[src/hw/rtl/hb64c_pkg.sv]
package hb64c_pkg;

  localparam logic [7:0] PAD_CHAR     = 8'h3D;
  localparam logic [2:0] GROUP_DIGITS = 3'd6;
  localparam logic [2:0] PAD_TWO_POS  = 3'd2;
  localparam logic [2:0] PAD_ONE_POS  = 3'd4;
  localparam int         RES_DEPTH    = 4;

  typedef struct packed {
    logic [7:0] chr;
    logic       char_valid;
    logic       bad_hex;
    logic       run_last;
    logic       stream_done;
  } res_t;

  // Returns {is_hex, value}.
  function automatic logic [4:0] hex_digit_of(input logic [7:0] c);
    logic [4:0] r;
    r = '0;
    if (c >= 8'h30 && c <= 8'h39) begin
      r = {1'b1, 4'(c - 8'h30)};
    end else if (c >= 8'h61 && c <= 8'h66) begin
      r = {1'b1, 4'(c - 8'h61 + 8'd10)};
    end else if (c >= 8'h41 && c <= 8'h46) begin
      r = {1'b1, 4'(c - 8'h41 + 8'd10)};
    end
    return r;
  endfunction

  // Returns {is_symbol, value}.
  function automatic logic [6:0] b64_value(input logic [7:0] c);
    logic [6:0] r;
    r = '0;
    if (c >= 8'h41 && c <= 8'h5A) begin
      r = {1'b1, 6'(c - 8'h41)};
    end else if (c >= 8'h61 && c <= 8'h7A) begin
      r = {1'b1, 6'(c - 8'h61 + 8'd26)};
    end else if (c >= 8'h30 && c <= 8'h39) begin
      r = {1'b1, 6'(c - 8'h30 + 8'd52)};
    end else if (c == 8'h2B) begin
      r = {1'b1, 6'd62};
    end else if (c == 8'h2F) begin
      r = {1'b1, 6'd63};
    end
    return r;
  endfunction

  function automatic logic [7:0] b64_char(input logic [5:0] s);
    logic [7:0] r;
    if (s < 6'd26) begin
      r = 8'h41 + {2'b00, s};
    end else if (s < 6'd52) begin
      r = 8'h61 + {2'b00, s} - 8'd26;
    end else if (s < 6'd62) begin
      r = 8'h30 + {2'b00, s} - 8'd52;
    end else if (s == 6'd62) begin
      r = 8'h2B;
    end else begin
      r = 8'h2F;
    end
    return r;
  endfunction

  function automatic logic [7:0] hex_char(input logic [3:0] v);
    logic [7:0] r;
    if (v < 4'd10) begin
      r = 8'h30 + {4'h0, v};
    end else begin
      r = 8'h61 + {4'h0, v} - 8'd10;
    end
    return r;
  endfunction

endpackage

[src/hw/rtl/hex_base64_codec_unit.sv]
// An accepted beat is registered, then its results are loaded into the result queue and shown.
// Throughput: one input beat per cycle while each beat yields at most one result and the
// output is not stalled; a beat that yields several results (up to four, at end of stream)
// holds the input until the result queue, which drains one beat per unstalled cycle, is empty.
// Reset (rst_n low, synchronous) selects encode mode and clears the bit buffer and counts.
module hex_base64_codec_unit
  import hb64c_pkg::*;
(
  input  logic       clk,
  input  logic       rst_n,
  input  logic       cfg_valid,
  output logic       cfg_ready,
  input  logic       cfg_decode_mode,
  input  logic       in_valid,
  output logic       in_stall,
  input  logic [7:0] in_char,
  input  logic       in_end_of_stream,
  output logic       out_valid,
  input  logic       out_stall,
  output logic [7:0] out_char,
  output logic       out_char_valid,
  output logic       out_bad_hex,
  output logic       out_run_last,
  output logic       out_stream_done
);

  logic        mode_r;
  logic [13:0] buf_r, buf_nxt;
  logic [3:0]  cnt_r, cnt_nxt;
  logic [2:0]  gp_r, gp_nxt;

  logic        in_vld_r, in_vld_nxt;
  logic [7:0]  chr_r;
  logic        eos_r;

  res_t        q_r [RES_DEPTH];
  res_t        q_nxt [RES_DEPTH];
  logic [2:0]  q_cnt_r, q_cnt_nxt;

  res_t        lst [RES_DEPTH];
  logic [2:0]  n;
  logic [4:0]  hv;
  logic [6:0]  bv;
  logic [13:0] nb, nb2;
  logic [3:0]  nc, nc2;
  logic [5:0]  sx;
  logic [7:0]  byte_v;
  logic [2:0]  gp_n;
  logic        emit;
  logic        pop, q_free, move, take;

  assign cfg_ready = 1'b1;

  assign out_valid       = (q_cnt_r != 3'd0);
  assign out_char        = q_r[0].chr;
  assign out_char_valid  = q_r[0].char_valid;
  assign out_bad_hex     = q_r[0].bad_hex;
  assign out_run_last    = q_r[0].run_last;
  assign out_stream_done = q_r[0].stream_done;

  assign pop      = out_valid && !out_stall;
  assign q_free   = (q_cnt_r == 3'd0) || (q_cnt_r == 3'd1 && pop);
  assign move     = in_vld_r && q_free;
  assign in_stall = in_vld_r && !q_free;
  assign take     = in_valid && !in_stall;

  always_comb begin
    for (int i = 0; i < RES_DEPTH; i++) begin
      lst[i] = '0;
    end
    n      = 3'd0;
    hv     = hex_digit_of(chr_r);
    bv     = b64_value(chr_r);
    nb     = buf_r;
    nc     = cnt_r;
    nb2    = buf_r;
    nc2    = cnt_r;
    sx     = '0;
    byte_v = '0;
    emit   = 1'b0;
    gp_n   = gp_r;
    if (!mode_r) begin
      if (!hv[4]) begin
        lst[0].bad_hex = 1'b1;
        n = 3'd1;
      end else begin
        nb   = {buf_r[9:0], hv[3:0]};
        nc   = cnt_r + 4'd4;
        gp_n = (gp_r == GROUP_DIGITS - 3'd1) ? 3'd0 : gp_r + 3'd1;
        emit = (nc >= 4'd6);
        nb2  = nb;
        nc2  = nc;
        if (emit) begin
          sx  = 6'(nb >> (nc - 4'd6));
          nc2 = nc - 4'd6;
          nb2 = nb & ((14'd1 << nc2) - 14'd1);
          lst[0].chr        = b64_char(sx);
          lst[0].char_valid = 1'b1;
          n = 3'd1;
        end
      end
      if (eos_r) begin
        if (nc2 != 4'd0) begin
          lst[n[1:0]].chr        = b64_char(6'(nb2 << (4'd6 - nc2)));
          lst[n[1:0]].char_valid = 1'b1;
          n = n + 3'd1;
        end
        if (gp_n == PAD_TWO_POS) begin
          lst[n[1:0]].chr        = PAD_CHAR;
          lst[n[1:0]].char_valid = 1'b1;
          n = n + 3'd1;
          lst[n[1:0]].chr        = PAD_CHAR;
          lst[n[1:0]].char_valid = 1'b1;
          n = n + 3'd1;
        end else if (gp_n == PAD_ONE_POS) begin
          lst[n[1:0]].chr        = PAD_CHAR;
          lst[n[1:0]].char_valid = 1'b1;
          n = n + 3'd1;
        end
      end
    end else if (bv[6]) begin
      nb   = {buf_r[7:0], bv[5:0]};
      nc   = cnt_r + 4'd6;
      emit = (nc >= 4'd8);
      nb2  = nb;
      nc2  = nc;
      if (emit) begin
        byte_v = 8'(nb >> (nc - 4'd8));
        nc2    = nc - 4'd8;
        nb2    = nb & ((14'd1 << nc2) - 14'd1);
        lst[0].chr        = hex_char(byte_v[7:4]);
        lst[0].char_valid = 1'b1;
        lst[1].chr        = hex_char(byte_v[3:0]);
        lst[1].char_valid = 1'b1;
        n = 3'd2;
      end
    end
    if (eos_r) begin
      if (n == 3'd0) begin
        n = 3'd1;
      end
      lst[2'(n - 3'd1)].stream_done = 1'b1;
    end
    if (n != 3'd0) begin
      lst[2'(n - 3'd1)].run_last = 1'b1;
    end
  end

  always_comb begin
    buf_nxt = buf_r;
    cnt_nxt = cnt_r;
    gp_nxt  = gp_r;
    if (move) begin
      if (eos_r) begin
        buf_nxt = '0;
        cnt_nxt = '0;
        gp_nxt  = '0;
      end else begin
        buf_nxt = nb2;
        cnt_nxt = nc2;
        gp_nxt  = gp_n;
      end
    end
    if (cfg_valid && cfg_ready) begin
      buf_nxt = '0;
      cnt_nxt = '0;
      gp_nxt  = '0;
    end
  end

  always_comb begin
    q_nxt     = q_r;
    q_cnt_nxt = q_cnt_r;
    if (move) begin
      q_nxt     = lst;
      q_cnt_nxt = n;
    end else if (pop) begin
      for (int i = 0; i < RES_DEPTH - 1; i++) begin
        q_nxt[i] = q_r[i + 1];
      end
      q_cnt_nxt = q_cnt_r - 3'd1;
    end
  end

  always_comb begin
    in_vld_nxt = in_vld_r;
    if (take) begin
      in_vld_nxt = 1'b1;
    end else if (move) begin
      in_vld_nxt = 1'b0;
    end
  end

  always_ff @(posedge clk) begin
    if (!rst_n) begin
      mode_r   <= 1'b0;
      buf_r    <= '0;
      cnt_r    <= '0;
      gp_r     <= '0;
      in_vld_r <= 1'b0;
      q_cnt_r  <= '0;
    end else begin
      if (cfg_valid && cfg_ready) begin
        mode_r <= cfg_decode_mode;
      end
      buf_r    <= buf_nxt;
      cnt_r    <= cnt_nxt;
      gp_r     <= gp_nxt;
      in_vld_r <= in_vld_nxt;
      q_cnt_r  <= q_cnt_nxt;
    end
  end

  always_ff @(posedge clk) begin
    if (take) begin
      chr_r <= in_char;
      eos_r <= in_end_of_stream;
    end
    q_r <= q_nxt;
  end

  a_q_depth: assert property (@(posedge clk) disable iff (!rst_n)
    q_cnt_r <= 3'(RES_DEPTH))
    else $error("result queue holds more beats than its depth");

  a_last_marked: assert property (@(posedge clk) disable iff (!rst_n)
    (q_cnt_r == 3'd1) |-> q_r[0].run_last)
    else $error("final queued beat is not marked as the last of its item");

  a_done_is_last: assert property (@(posedge clk) disable iff (!rst_n)
    (out_valid && out_stream_done) |-> out_run_last)
    else $error("stream end shown on a beat that is not the last of its item");

  a_enc_count: assert property (@(posedge clk) disable iff (!rst_n)
    !mode_r |-> (cnt_r == 4'd0 || cnt_r == 4'd2 || cnt_r == 4'd4))
    else $error("encode bit count out of range");

  a_dec_count: assert property (@(posedge clk) disable iff (!rst_n)
    mode_r |-> (cnt_r == 4'd0 || cnt_r == 4'd2 || cnt_r == 4'd4 || cnt_r == 4'd6))
    else $error("decode bit count out of range");

  a_group_pos: assert property (@(posedge clk) disable iff (!rst_n)
    gp_r < GROUP_DIGITS)
    else $error("group position out of range");

endmodule

[config.mk]
export PLATFORM = sky130hd
export DESIGN_NAME = hex_base64_codec_unit
export DESIGN_NICKNAME = d
export VERILOG_FILES = /design/src/hw/rtl/hb64c_pkg.sv /design/src/hw/rtl/hex_base64_codec_unit.sv
export SDC_FILE = /design/constraint.sdc
export NUM_CORES = 1
export LEC_CHECK = 0
export BUFFER_PORTS_ARGS = -buffer_cell sky130_fd_sc_hd__clkbuf_2
export CAP_MARGIN = 20
export CORE_MARGIN = 4
export CORE_UTILIZATION = 44
export CTS_CLUSTER_DIAMETER = 100
export CTS_CLUSTER_SIZE = 8
export DETAILED_ROUTE_END_ITERATION = 10
export GPL_TIMING_DRIVEN = 0
export PLACE_DENSITY = 0.63
export SETUP_SLACK_MARGIN = 0.1
export SYNTH_ARGS = -nofsm -noshare
export SYNTH_HDL_FRONTEND = slang
export SYNTH_SLANG_ARGS = --single-unit
[constraint.sdc]
create_clock -name clk -period 8.2 [get_ports clk]
set_input_delay 1.64 -clock clk [delete_from_list [all_inputs] [get_ports clk]]
set_output_delay 1.64 -clock clk [all_outputs]
set_load 0.05 [all_outputs]
**Word level (Yosys, flattened, before mapping)**

Cells that the tools add are included.

- $add $sub $neg: 37
- $lt $le $gt $ge: 28
- Equality and inequality tests: 10
- Shifts and indexed selects: 5
- Muxes and demuxes: 106
- Bitwise gates (word level): 8
- Reduce and logical (&&, ||, !) cells: 29

Operators with widths:

| kind | number |
|---|---|
| bitwise mux 48 bit | 8 |
| 2-to-1 mux 48 bit | 8 |
| demux 12 bit (select 2 bit) | 8 |
| 2-to-1 mux 14 bit | 7 |
| 2-to-1 mux 8 bit | 11 |
| 2-to-1 mux 9 bit | 9 |
| 2-to-1 mux 36 bit | 2 |
| 2-to-1 mux 3 bit | 21 |
| 2-to-1 mux 4 bit | 10 |
| 2-to-1 mux 12 bit | 3 |
| 2-to-1 mux 7 bit | 5 |
| adder 7 x 6 -> 8 bit (first input constant) | 4 |
| less-or-equal comparator 8 x 7 -> 1 bit (second input constant) | 4 |
| AND 14 bit | 2 |
| left shift 1 x 4 -> 14 bit (first input constant) | 2 |
| subtractor 14 x 1 -> 14 bit (second input constant) | 2 |
| 2-to-1 mux 27 bit | 1 |
| less-than comparator 6 bit (second input constant) | 4 |
| adder 7 x 4 -> 8 bit (first input constant) | 2 |
| == test 8 x 6 -> 1 bit (second input constant) | 2 |
| greater-or-equal comparator 8 x 7 -> 1 bit (second input constant) | 2 |
| subtractor 7 x 6 -> 8 bit (second input constant) | 2 |
| subtractor 8 x 4 -> 8 bit (second input constant) | 2 |
| subtractor 8 x 5 -> 8 bit (second input constant) | 2 |
| 45 further kinds | 100 |

- Flip-flop bits (word level): 83
- Input bits: 15
- Output and inout bits: 15
- Word-level logic and storage cells: 251

**Depth between registers and ports, before layout**

Gate-level depths: netlist of run 1.

- Word-level depth: 35
- Gate-level depth with buffers: 23

**Least setup slack after synthesis of run 1**

Ideal clock, no wire load.

- Kind: register -> register
- Start: reg cnt_r[2]
- End: reg q_r, in the netlist out_char[1] (data pin)
- Arrival: 4.236 ns
- Slack: 3.708 ns
- Stages on the path, launching flop included: 22
- Period minus slack after synthesis: 4.492 ns
- Cells stage by stage: dfxtp_1 inv_1 ha_1 inv_1 ha_1 clkbuf_1 inv_1 clkbuf_1 nand2_1 ha_1 xnor2_1 a211oi_1 o32ai_4 nand2b_1 ha_1 inv_1 o32ai_4 and2_4 xnor2_1 nor3_1 o31a_1 o22a_1

RTL lines:

| item | RTL line | RTL |
|---|---|---|
| from (decl) | hex_base64_codec_unit.sv:29 | `logic [3:0] cnt_r, cnt_nxt;` |
| from (signal assigned) | hex_base64_codec_unit.sv:207 | `cnt_r <= cnt_nxt;` |
| to (signal assigned) | hex_base64_codec_unit.sv:219 | `q_r <= q_nxt;` |
| to (decl) | hex_base64_codec_unit.sv:36 | `res_t q_r [RES_DEPTH];` |

==> flow_metrics.py, run 1 <==
metrics = {
    "place": {
        "port_buffers": 28,
        "dp_hpwl_um": 17000,
        "place_area_sq_um": 7420,
        "globalplace.congestion": 0.966,
    },
    "grt": {
        "grt_pass1_vias": 6224,
        "grt-ovfl-total": 0,
        "grt_max_degree": 19,
        "groute.usage.overall_pct": 24.1,
        "antenna_found_initial": 0,
        "grt_first_pass_wirelength_um": 34500,
    },
    "layout": {
        "multi_input_area_sq_um": 4940,
        "fillers": 1484,
        "fin_nets": 963,
        "fin_area_sq_um": 7700,
        "syn_to_final_growth_pct": 10.3,
        "drive_gt1_share_pct": 16.8,
        "antenna_cells": 0,
        "register_area_sq_um": 1560,
    },
    "timing": {
        "skew_ps": 8.16,
        "timing.fmax_mhz": 171,
        "setup_viol": 0,
        "rsz0062_at_grt": "no",
        "setup_tns_ps": 0,
        "fin_crit_ps": 5860,
        "fin_crit_sh_pct": 71.5,
        "worstMarginPinSlew_ps": 991,
        "final_max_slew_viol_count": 0,
        "relSlewSlack_pct": 34.0,
        "finalHoldViolations": 0,
    },
    "clock_tree": {
        "cts_resized": 0,
        "cts_setup_buffers": 0,
        "clock-sinks": 59,
        "root_buffer": "clkbuf_16",
        "clkSlewWorstSetupHoldPaths_ps": 60,
        "clk_latency_ps": 350,
        "cts_tree": "done",
        "htreeDepth": 3,
        "postCtsHoldBufs": 0,
        "clockBufferDepth": 2,
        "cts_buffers": 9,
    },
    "synth": {
        "syn_inst": 863,
        "netlist_area_sq_um": 6980,
        "yosysSeqAreaShare_pct": 22.4,
        "post_synth_num_cell_types": 114,
        "syn_avg_cell_area_sq_um": 8.08,
        "ys_warn_count": 0,
        "synth_ff_type": "edfxtp_1",
        "synth_seq_cells": 59,
        "synth_edf_count": 38,
        "async_reset_ff_share_pct": 0,
    },
    "hold_path": {
        "hold_path_class": "reg2reg",
    },
    "die": {
        "core_sq_um": 15400,
        "io-pin-count": 30,
        "dieArea_sq_um": 17900,
        "num_rows": 45,
        "die_x_um": 134,
        "initial_utilization_pct": 45.4,
        "die_h_um": 134,
    },
    "drt": {
        "detail-route-antenna-nets": 0,
        "viasPerCell": 6.21,
        "drt-wirelength-per-cell_um": 19.8,
        "drt-pass1-iter-count": 6,
        "dr_total_vias": 6972,
        "drc": 0,
        "finalWirelength_um": 22200,
        "drt_iter0_markers": 919,
    },
    "pwr": {
        "power.density_nw_per_um2": 207,
        "power_leakage_nw": 2.83,
        "ir_drop_uv": 118,
    },
    "critical_path": {
        "cp.required_ps": 8280,
        "arrival_ps": 5940,
        "end_kind": "flop",
        "cp_max_fo": 10,
        "critPathKind": "reg2reg",
        "start_kind": "flop",
    },
    "status": {
        "status": "completed",
    },
    "job": {
        "max-cap-violations": 0,
    },
}
==> kinds of logic after synthesis <==
family / synth area share, %
mux: 4.38
simple gates: 22.6
other cells: 0.0538
compound gates: 33.7
fa+ha+maj: 7.53
flops: 22.4
xor+xnor: 2.39
buf+inv: 6.96
==> registers in the layout, indices dropped and copies added, names as in the netlist, 3 cells and up <==
name / cells
q_cnt_r: 3
q_r: 17
buf_r: 10
chr_r: 8
out_char: 8
gp_r: 3
cnt_r: 3
==> synthesized netlist by cell type, types with 5 or more instances <==
cell | instances | area (sq um)
buf_1 | 5 | 18.8
a32oi_1 | 6 | 52.6
nand2b_1 | 16 | 100
o22ai_1 | 13 | 81.3
mux2i_1 | 17 | 170
clkbuf_1 | 31 | 116
a211o_1 | 5 | 43.8
o31ai_1 | 8 | 60.1
nand3_1 | 27 | 135
inv_1 | 35 | 131
a21oi_1 | 62 | 310
xnor2_1 | 15 | 131
o21ai_1 | 6 | 30.0
nor2b_1 | 17 | 106
a21o_1 | 12 | 90.1
o21a_1 | 7 | 52.6
nand2_1 | 87 | 327
nor2_1 | 85 | 319
dfxtp_1 | 21 | 420
o21ai_0 | 43 | 215
a31oi_1 | 17 | 106
mux2_2 | 8 | 90.1
ha_1 | 42 | 526
nor4_1 | 5 | 31.3
buf_4 | 12 | 90.1
buf_2 | 13 | 65.1
o211ai_1 | 11 | 82.6
and3_1 | 5 | 31.3
nor3_1 | 26 | 130
edfxtp_1 | 38 | 1140
a211oi_1 | 12 | 90.1
inv_2 | 5 | 18.8
==> cell type report <==
type / count / area share [%]
flip-flops and latches: 59 / 20.3
clock buffers: 10 / 3.10
clock inverters: 6 / 0.504
multi-input cells: 701 / 64.2
repair buffers: 30 / 2.16
plain buffers: 65 / 4.36
inverters: 40 / 1.95
well taps: 211 / 3.43
==> stage by stage <==
step	worst slack (ps)	power, mW	hold slack [ps]	instances	utilization, %
after floorplan	3710	1.04	484	865	-
after detailed placement	2510	1.23	505	1106	48.3
after CTS	2480	1.59	521	1122	50.1
final	2340	1.59	521	1122	50.1
after global placement	2000	1.22	497	1104	48.1
after global routing	2030	1.68	552	1122	50.1
==> metal layers <==
metal / vias to the layer above / GRT usage [%] / routed length (um)
met1: 3236 / 35.2 / 10000
met2: 362 / 35.0 / 9280
met4: 0 / 9.49 / 822
met3: 74 / 4.61 / 2100
met5: - / 0 / 0
li1: 3300 / - / -
==> where the power goes <==
part | switching, mW | total (mW) | internal [mW]
registers | 0.0332 | 0.475 | 0.442
clock network | 0.144 | 0.356 | 0.212
logic | 0.521 | 0.762 | 0.240
==> worst max-delay path, stage by stage, from the launching register on <==
cell and delay [ps]:
dfxtp_1 660, inv_1 310, ha_1 410, inv_1 50
ha_1 270, clkbuf_1 230, inv_1 120, clkbuf_1 390
nand2_1 250, ha_1 330, xnor2_1 340, a211oi_1 140
o32ai_4 410, nand2b_1 260, ha_1 220, inv_1 90
and3_1 150, buf_4 160, nor3_1 180, a21oi_1 60
mux2i_1 400, o21ai_1 150
==> cell usage in the layout (no fill, tap or decap), types with 11 or more instances in the layout <==
cell,instances
a21oi_1,62
clkbuf_1,31
inv_1,35
ha_1,42
nor2b_1,17
nor2_1,85
buf_4,12
clkbuf_2,28
nand3_1,27
mux2i_1,17
buf_2,13
o21ai_0,43
a31oi_1,17
a211oi_1,11
edfxtp_1,38
a21o_1,12
o211ai_1,11
dfxtp_1,21
nor3_1,26
o22ai_1,13
xnor2_1,15
nand2_1,87
nand2b_1,16
==> final timing paths <==
path | depth (start not counted) | from | end | slack [ps]
worst max-delay path | 21 | cnt_r[2] | out_char[2] | 2340
worst min-delay path | 2 | q_r[35] | out_char[7] | 520
worst max register to register | 21 | cnt_r[2] | out_char[2] | 2340
worst min register to register | 2 | q_r[35] | out_char[7] | 520
Power figures use the tool's default switching activity.
==> run 2: changes to the inputs <==
==> constraint.sdc (replaced) <==
create_clock -name clk -period 5.5 [get_ports clk]
set_input_delay 1.1 -clock clk [delete_from_list [all_inputs] [get_ports clk]]
set_output_delay 1.1 -clock clk [all_outputs]
set_load 0.05 [all_outputs]
==> run 2 against run 1 <==
Combinational power rose by 52%. Clock-buffer cell count unchanged. Sequential power is 49% higher. Sequential share of layout area is 0.30 points lower. Clock skew increased by 0.82 ps.
==> flow_metrics.py, run 2 (synthesis gave the netlist of run 1 again) <==
metrics = {
    "drt": {
        "viasPerCell": 6.24,
        "finalWirelength_um": 22300,
        "drc": 0,
        "drt-wirelength-per-cell_um": 19.8,
        "wl_met2_um": 9470,
        "wl_met1_um": 9940,
        "routed.top_layer": "met4",
        "met3WireLength_um": 2160,
        "detail-route-antenna-nets": 0,
        "drt-pass1-iter-count": 6,
        "dr_total_vias": 7053,
        "drt_iter0_markers": 912,
    },
    "layout": {
        "drive_gt1_share_pct": 18.7,
        "fin_nets": 971,
        "antenna_cells": 0,
        "multi_input_area_sq_um": 5000,
        "largest_register": "q_r",
        "final_common_cell": "nand2_1",
        "syn_to_final_growth_pct": 12.1,
        "mostFrequentLayoutCells": "nand2_1 (87), nor2_1 (85), a21oi_1 (60), o21ai_0 (42), ha_1 (42)",
        "largest_register_ffs": 17,
        "register_area_sq_um": 1560,
        "fillers": 1476,
        "fin_area_sq_um": 7820,
        "reg_top3": "q_r: 17 flops, buf_r: 10 flops",
    },
    "timing": {
        "timing.fmax_mhz": 192,
        "setup_viol": 0,
        "setup_tns_ps": 0,
        "fin_crit_ps": 5200,
        "worstMarginPinSlew_ps": 883,
        "final_max_slew_viol_count": 0,
        "whs_ps": 522,
        "skew_ps": 8.97,
        "fin_crit_sh_pct": 94.5,
        "rsz0062_at_grt": "yes",
        "relSlewSlack_pct": 40.5,
        "finalHoldViolations": 0,
    },
    "die": {
        "dieArea_sq_um": 17900,
        "initial_utilization_pct": 45.4,
        "die_h_um": 134,
        "num_rows": 45,
        "io-pin-count": 30,
        "core_sq_um": 15400,
        "die_x_um": 134,
    },
    "clock_tree": {
        "cts_buffers": 9,
        "root_buffer": "clkbuf_16",
        "clkSlewWorstSetupHoldPaths_ps": 60,
        "cts_tree": "done",
        "postCtsHoldBufs": 0,
        "htreeDepth": 3,
        "clock-sinks": 59,
        "clockBufferDepth": 2,
        "clk_latency_ps": 350,
    },
    "status": {
        "status": "completed",
    },
    "job": {
        "max-cap-violations": 0,
    },
    "place": {
        "port_buffers": 28,
        "place_area_sq_um": 7420,
        "dp_hpwl_um": 17000,
        "globalplace.congestion": 0.966,
    },
    "pwr": {
        "ir_drop_uv": 175,
        "power.total_mw": 2.39,
        "power_leakage_nw": 2.87,
        "power.density_nw_per_um2": 306,
    },
    "hold_path": {
        "hold_path_class": "reg2reg",
        "whs_path_depth": 2,
    },
    "critical_path": {
        "path_cells": "clkbuf_2 > inv_1 > ha_1 > buf_6 > and2b_1 > o2111a_1 > a211o_1 > buf_6 > nand3_4 > nand2_4 > inv_2 > a22o_1 > a22o_1 > inv_1 > ha_1 > o311a_1 > a21o_1 > or2_1 > o21a_1 > o31ai_1",
        "cp_slowest_cell": "edfxtp_1",
        "cp_max_fo": 10,
        "slowest_delay_ps": 380,
        "end_kind": "flop",
        "rr_worst_depth": 20,
        "critPathKind": "reg2reg",
        "cp.required_ps": 5610,
        "start_kind": "flop",
        "arrival_ps": 5310,
    },
    "grt": {
        "grt_pass1_vias": 6226,
        "grt-ovfl-total": 0,
        "antenna_found_initial": 0,
        "grt_first_pass_wirelength_um": 34500,
        "groute.usage.overall_pct": 24.1,
        "grt_max_degree": 19,
    },
}
[run 2: changes by cell type in the layout (fill, tap and decap cells not counted), sizes merged]
cell / before / now
clkbuf: 69 / 68
buf: 36 / 45
[run 2: what timing repair did]
action | CTS | global route
resized for setup | 4 | 9
buffers inserted | 0 | 9
pin swaps | 0 | 3
endpoints found under the setup margin | 14 | 14
[run 2: cell type report]
cell class	instances	share of cell area, %
timing repair buffer	39	2.99
inverter	40	1.92
multi-input combinational	701	63.9
buffer	64	4.27
clock buffer	10	3.06
sequential	59	20.0
clock inverter	6	0.496
tap	211	3.38
[run 2: through the flow]
| step | utilization [%] | cells | worst slack [ps] |
|---|---|---|---|
| after detailed placement | 48.3 | 1106 | -189 |
| after global placement | 48.1 | 1104 | -700 |
| after floorplan | - | 865 | 1010 |
| final | 50.9 | 1130 | 301 |
| after global routing | 50.9 | 1130 | 57.7 |
| after CTS | 50.1 | 1122 | 123 |
[run 2: critical path: cells and delay by family (launching register included)]
| family | cells | cell delay [ps] |
|---|---|---|
| adders and majority gates | 2 | 500 |
| AOI/OAI and AO/OA | 8 | 2260 |
| buffers and inverters | 6 | 1090 |
| and+or+nand+nor | 4 | 730 |
| DFF | 1 | 380 |
[run 2: worst paths after layout]
kind,start,end,slack (ps)
min,q_r[35],out_char[7],520
min reg2reg,q_r[35],out_char[7],520
max,chr_r[0],out_run_last,300
max reg2reg,chr_r[0],out_run_last,300
[run 2: routing by layer]
layer	GRT usage, %	vias up
li1	-	3311
met1	35.2	3287
met2	35.0	391
met3	4.61	64
met4	9.49	0
met5	0	-
[run 2: power breakdown]
group	total, mW	switching [mW]	internal, mW
clock	0.529	0.213	0.316
combinational	1.16	0.785	0.372
sequential	0.708	0.0496	0.659
==> run 3: changes to the inputs <==
--- a/config.mk
+++ b/config.mk
@@ -5,7 +5,7 @@
 export SDC_FILE = /design/constraint.sdc
 export NUM_CORES = 1
 export LEC_CHECK = 0
-export BUFFER_PORTS_ARGS = -buffer_cell sky130_fd_sc_hd__clkbuf_2
+export BUFFER_PORTS_ARGS = -buffer_cell sky130_fd_sc_hd__buf_4
 export CAP_MARGIN = 20
 export CORE_MARGIN = 4
 export CORE_UTILIZATION = 44
==> run 3 against run 2 <==
Global-route usage increased by 0.095 points. Non-clock buffer count decreased by 3. Sequential power about the same. Maximum frequency increased by 0.44%. Die area unchanged. Register-to-register slack improved by 20 ps. Routed wire length decreased by 0.51%. Critical path depth increased by 2. Setup slack improved by 23 ps. Total power increased by 1.5%. Cell count decreased by 0.27%.
==> flow_metrics.py, run 3 (synthesis gave the netlist of run 1 again) <==
metrics = {
    "drt": {
        "drt-wirelength-per-cell_um": 19.7,
        "drt_iter0_markers": 846,
        "finalWirelength_um": 22200,
        "dr_total_vias": 7045,
        "drc": 0,
        "viasPerCell": 6.25,
        "drt-pass1-iter-count": 6,
        "detail-route-antenna-nets": 0,
    },
    "pwr": {
        "p_comb_share_pct": 49.3,
        "p_int_mw": 1.39,
        "power.density_nw_per_um2": 310,
        "power_leakage_nw": 2.89,
        "p_clk_share_pct": 21.7,
        "power_switching_mw": 1.04,
        "swShare_pct": 42.9,
        "seqPwrFrac_pct": 29.1,
        "ir_drop_uv": 150,
    },
    "clock_tree": {
        "postCtsHoldBufs": 0,
        "clockBufferDepth": 2,
        "htreeDepth": 3,
        "cts_tree": "done",
        "cts_buffers": 9,
        "root_buffer": "clkbuf_16",
        "clkSlewWorstSetupHoldPaths_ps": 50,
        "clk_latency_ps": 340,
        "clock-sinks": 59,
    },
    "layout": {
        "final_common_cell": "nand2_1",
        "mostFrequentLayoutCells": "nand2_1 (87), nor2_1 (85), a21oi_1 (61), buf_4 (47)",
        "antenna_cells": 0,
        "syn_to_final_growth_pct": 12.4,
        "multi_input_area_sq_um": 4960,
        "final_util_pct": 51.0,
        "largest_register": "q_r",
        "fillers": 1519,
        "largest_register_ffs": 17,
        "register_area_sq_um": 1570,
        "fin_area_sq_um": 7850,
        "reg_top3": "q_r: 17 flops, buf_r: 10 flops",
        "drive_gt1_share_pct": 18.1,
        "final_cell_count_no_fill": 1127,
        "fin_nets": 968,
    },
    "grt": {
        "antenna_found_initial": 0,
        "grt_pass1_vias": 6278,
        "groute.usage.overall_pct": 24.2,
        "grt_max_degree": 19,
        "grt_first_pass_wirelength_um": 34700,
        "grt-ovfl-total": 0,
    },
    "timing": {
        "rsz0062_at_grt": "yes",
        "timing.fmax_mhz": 193,
        "setup_viol": 0,
        "finalHoldViolations": 0,
        "skew_ps": 5.05,
        "fin_crit_ps": 5180,
        "final_max_slew_viol_count": 0,
        "worstMarginPinSlew_ps": 890,
        "whs_ps": 513,
        "relSlewSlack_pct": 39.9,
        "fin_crit_sh_pct": 94.1,
    },
    "hold_path": {
        "hp-start": "q_r[35]",
        "whs_path_depth": 2,
        "min_to": "out_char[7]",
        "hold_path_class": "reg2reg",
    },
    "place": {
        "place_area_sq_um": 7500,
        "dp_hpwl_um": 17000,
        "dp.cells": 1106,
        "globalplace.congestion": 0.967,
        "port_buffers": 28,
    },
    "die": {
        "dieArea_sq_um": 17900,
        "initial_utilization_pct": 45.4,
        "io-pin-count": 30,
        "die_x_um": 134,
        "core_sq_um": 15400,
        "die_h_um": 134,
        "num_rows": 45,
    },
    "critical_path": {
        "cp_max_fo": 10,
        "rr_worst_depth": 22,
        "cp.required_ps": 5570,
        "arrival_ps": 5250,
        "reg2reg_from": "chr_r[0]",
        "critPathKind": "reg2reg",
        "r2r-end": "q_r[28]",
        "rrSetupSlack_ps": 320,
        "end_kind": "flop",
        "start_kind": "flop",
    },
    "status": {
        "status": "completed",
    },
    "job": {
        "max-cap-violations": 0,
    },
}
-- run 3: changes by cell type in the layout (fill, tap and decap cells not counted), sizes merged --
cell and change:
buf +25, clkbuf -28
-- run 3: cell type report --
| type | instances | share of cell area [%] |
|---|---|---|
| Timing Repair Buffer | 36 | 3.70 |
| Sequential cell | 59 | 20.0 |
| Tap cell | 211 | 3.37 |
| Inverter | 40 | 1.91 |
| Multi-Input combinational cell | 701 | 63.2 |
| Buffer | 64 | 4.29 |
| Clock buffer | 10 | 3.05 |
| Clock inverter | 6 | 0.494 |
-- run 3: worst max path at each step --
stage / from / end / slack, ps / depth (start not counted)
after detailed placement: chr_r[0] / out_char[6] / -170 / 20
after CTS: cnt_r[3] / out_char[3] / 180 / 22
after floorplan: cnt_r[2] / out_char[1] / 1010 / 21
after global placement: cnt_r[2] / out_char[6] / -700 / 16
after global routing: chr_r[0] / out_char[4] / 70 / 23
final: chr_r[0] / q_r[28] / 320 / 22
-- run 3: per-layer routing --
layer	wire [um]	up-vias	track usage, %
li1	-	3312	-
met1	10200	3318	35.6
met2	9350	355	35.1
met3	1890	60	4.35
met4	763	0	9.49
met5	0	-	0
-- run 3: through the flow --
stage	TNS, ps	total power [mW]	worst slack, ps
2_1_floorplan	0	1.56	1010
3_3_place_gp	-5240	1.85	-699
3_5_place_dp	-858	1.89	-169
4_1_cts	0	2.42	183
5_1_grt	0	2.56	67.9
6_report	0	2.43	323
-- run 3: worst max-delay path, cell delays in order (launching register included) --
cell and delay, ps:
edfxtp_1 380, clkbuf_2 290, inv_1 230, ha_1 260, buf_6 140, and2b_1 180, o2111a_1 280, a211o_1 310
buf_6 160, nand3_4 190, nand2_4 110, inv_2 160, a22o_1 230, a22o_1 250, inv_1 120, ha_1 380
o211ai_1 220, o22a_1 180, o2bb2ai_1 150, a21oi_1 340, o21ai_0 140, a21oi_1 140, nor2_1 70
-- run 3: timing repair --
item                       CTS  global route
pin swaps                    1             2
resized for setup            4             8
buffers inserted             2             4
setup endpoints to repair   12            13
-- run 3: power groups by stage --
stage	combinational (mW)	clock, mW	sequential [mW]
global route	1.28	0.556	0.721
CTS	1.18	0.534	0.707
global placement	1.14	0	0.714
floorplan	0.797	0	0.759
finish	1.20	0.527	0.707
detailed placement	1.17	0	0.715
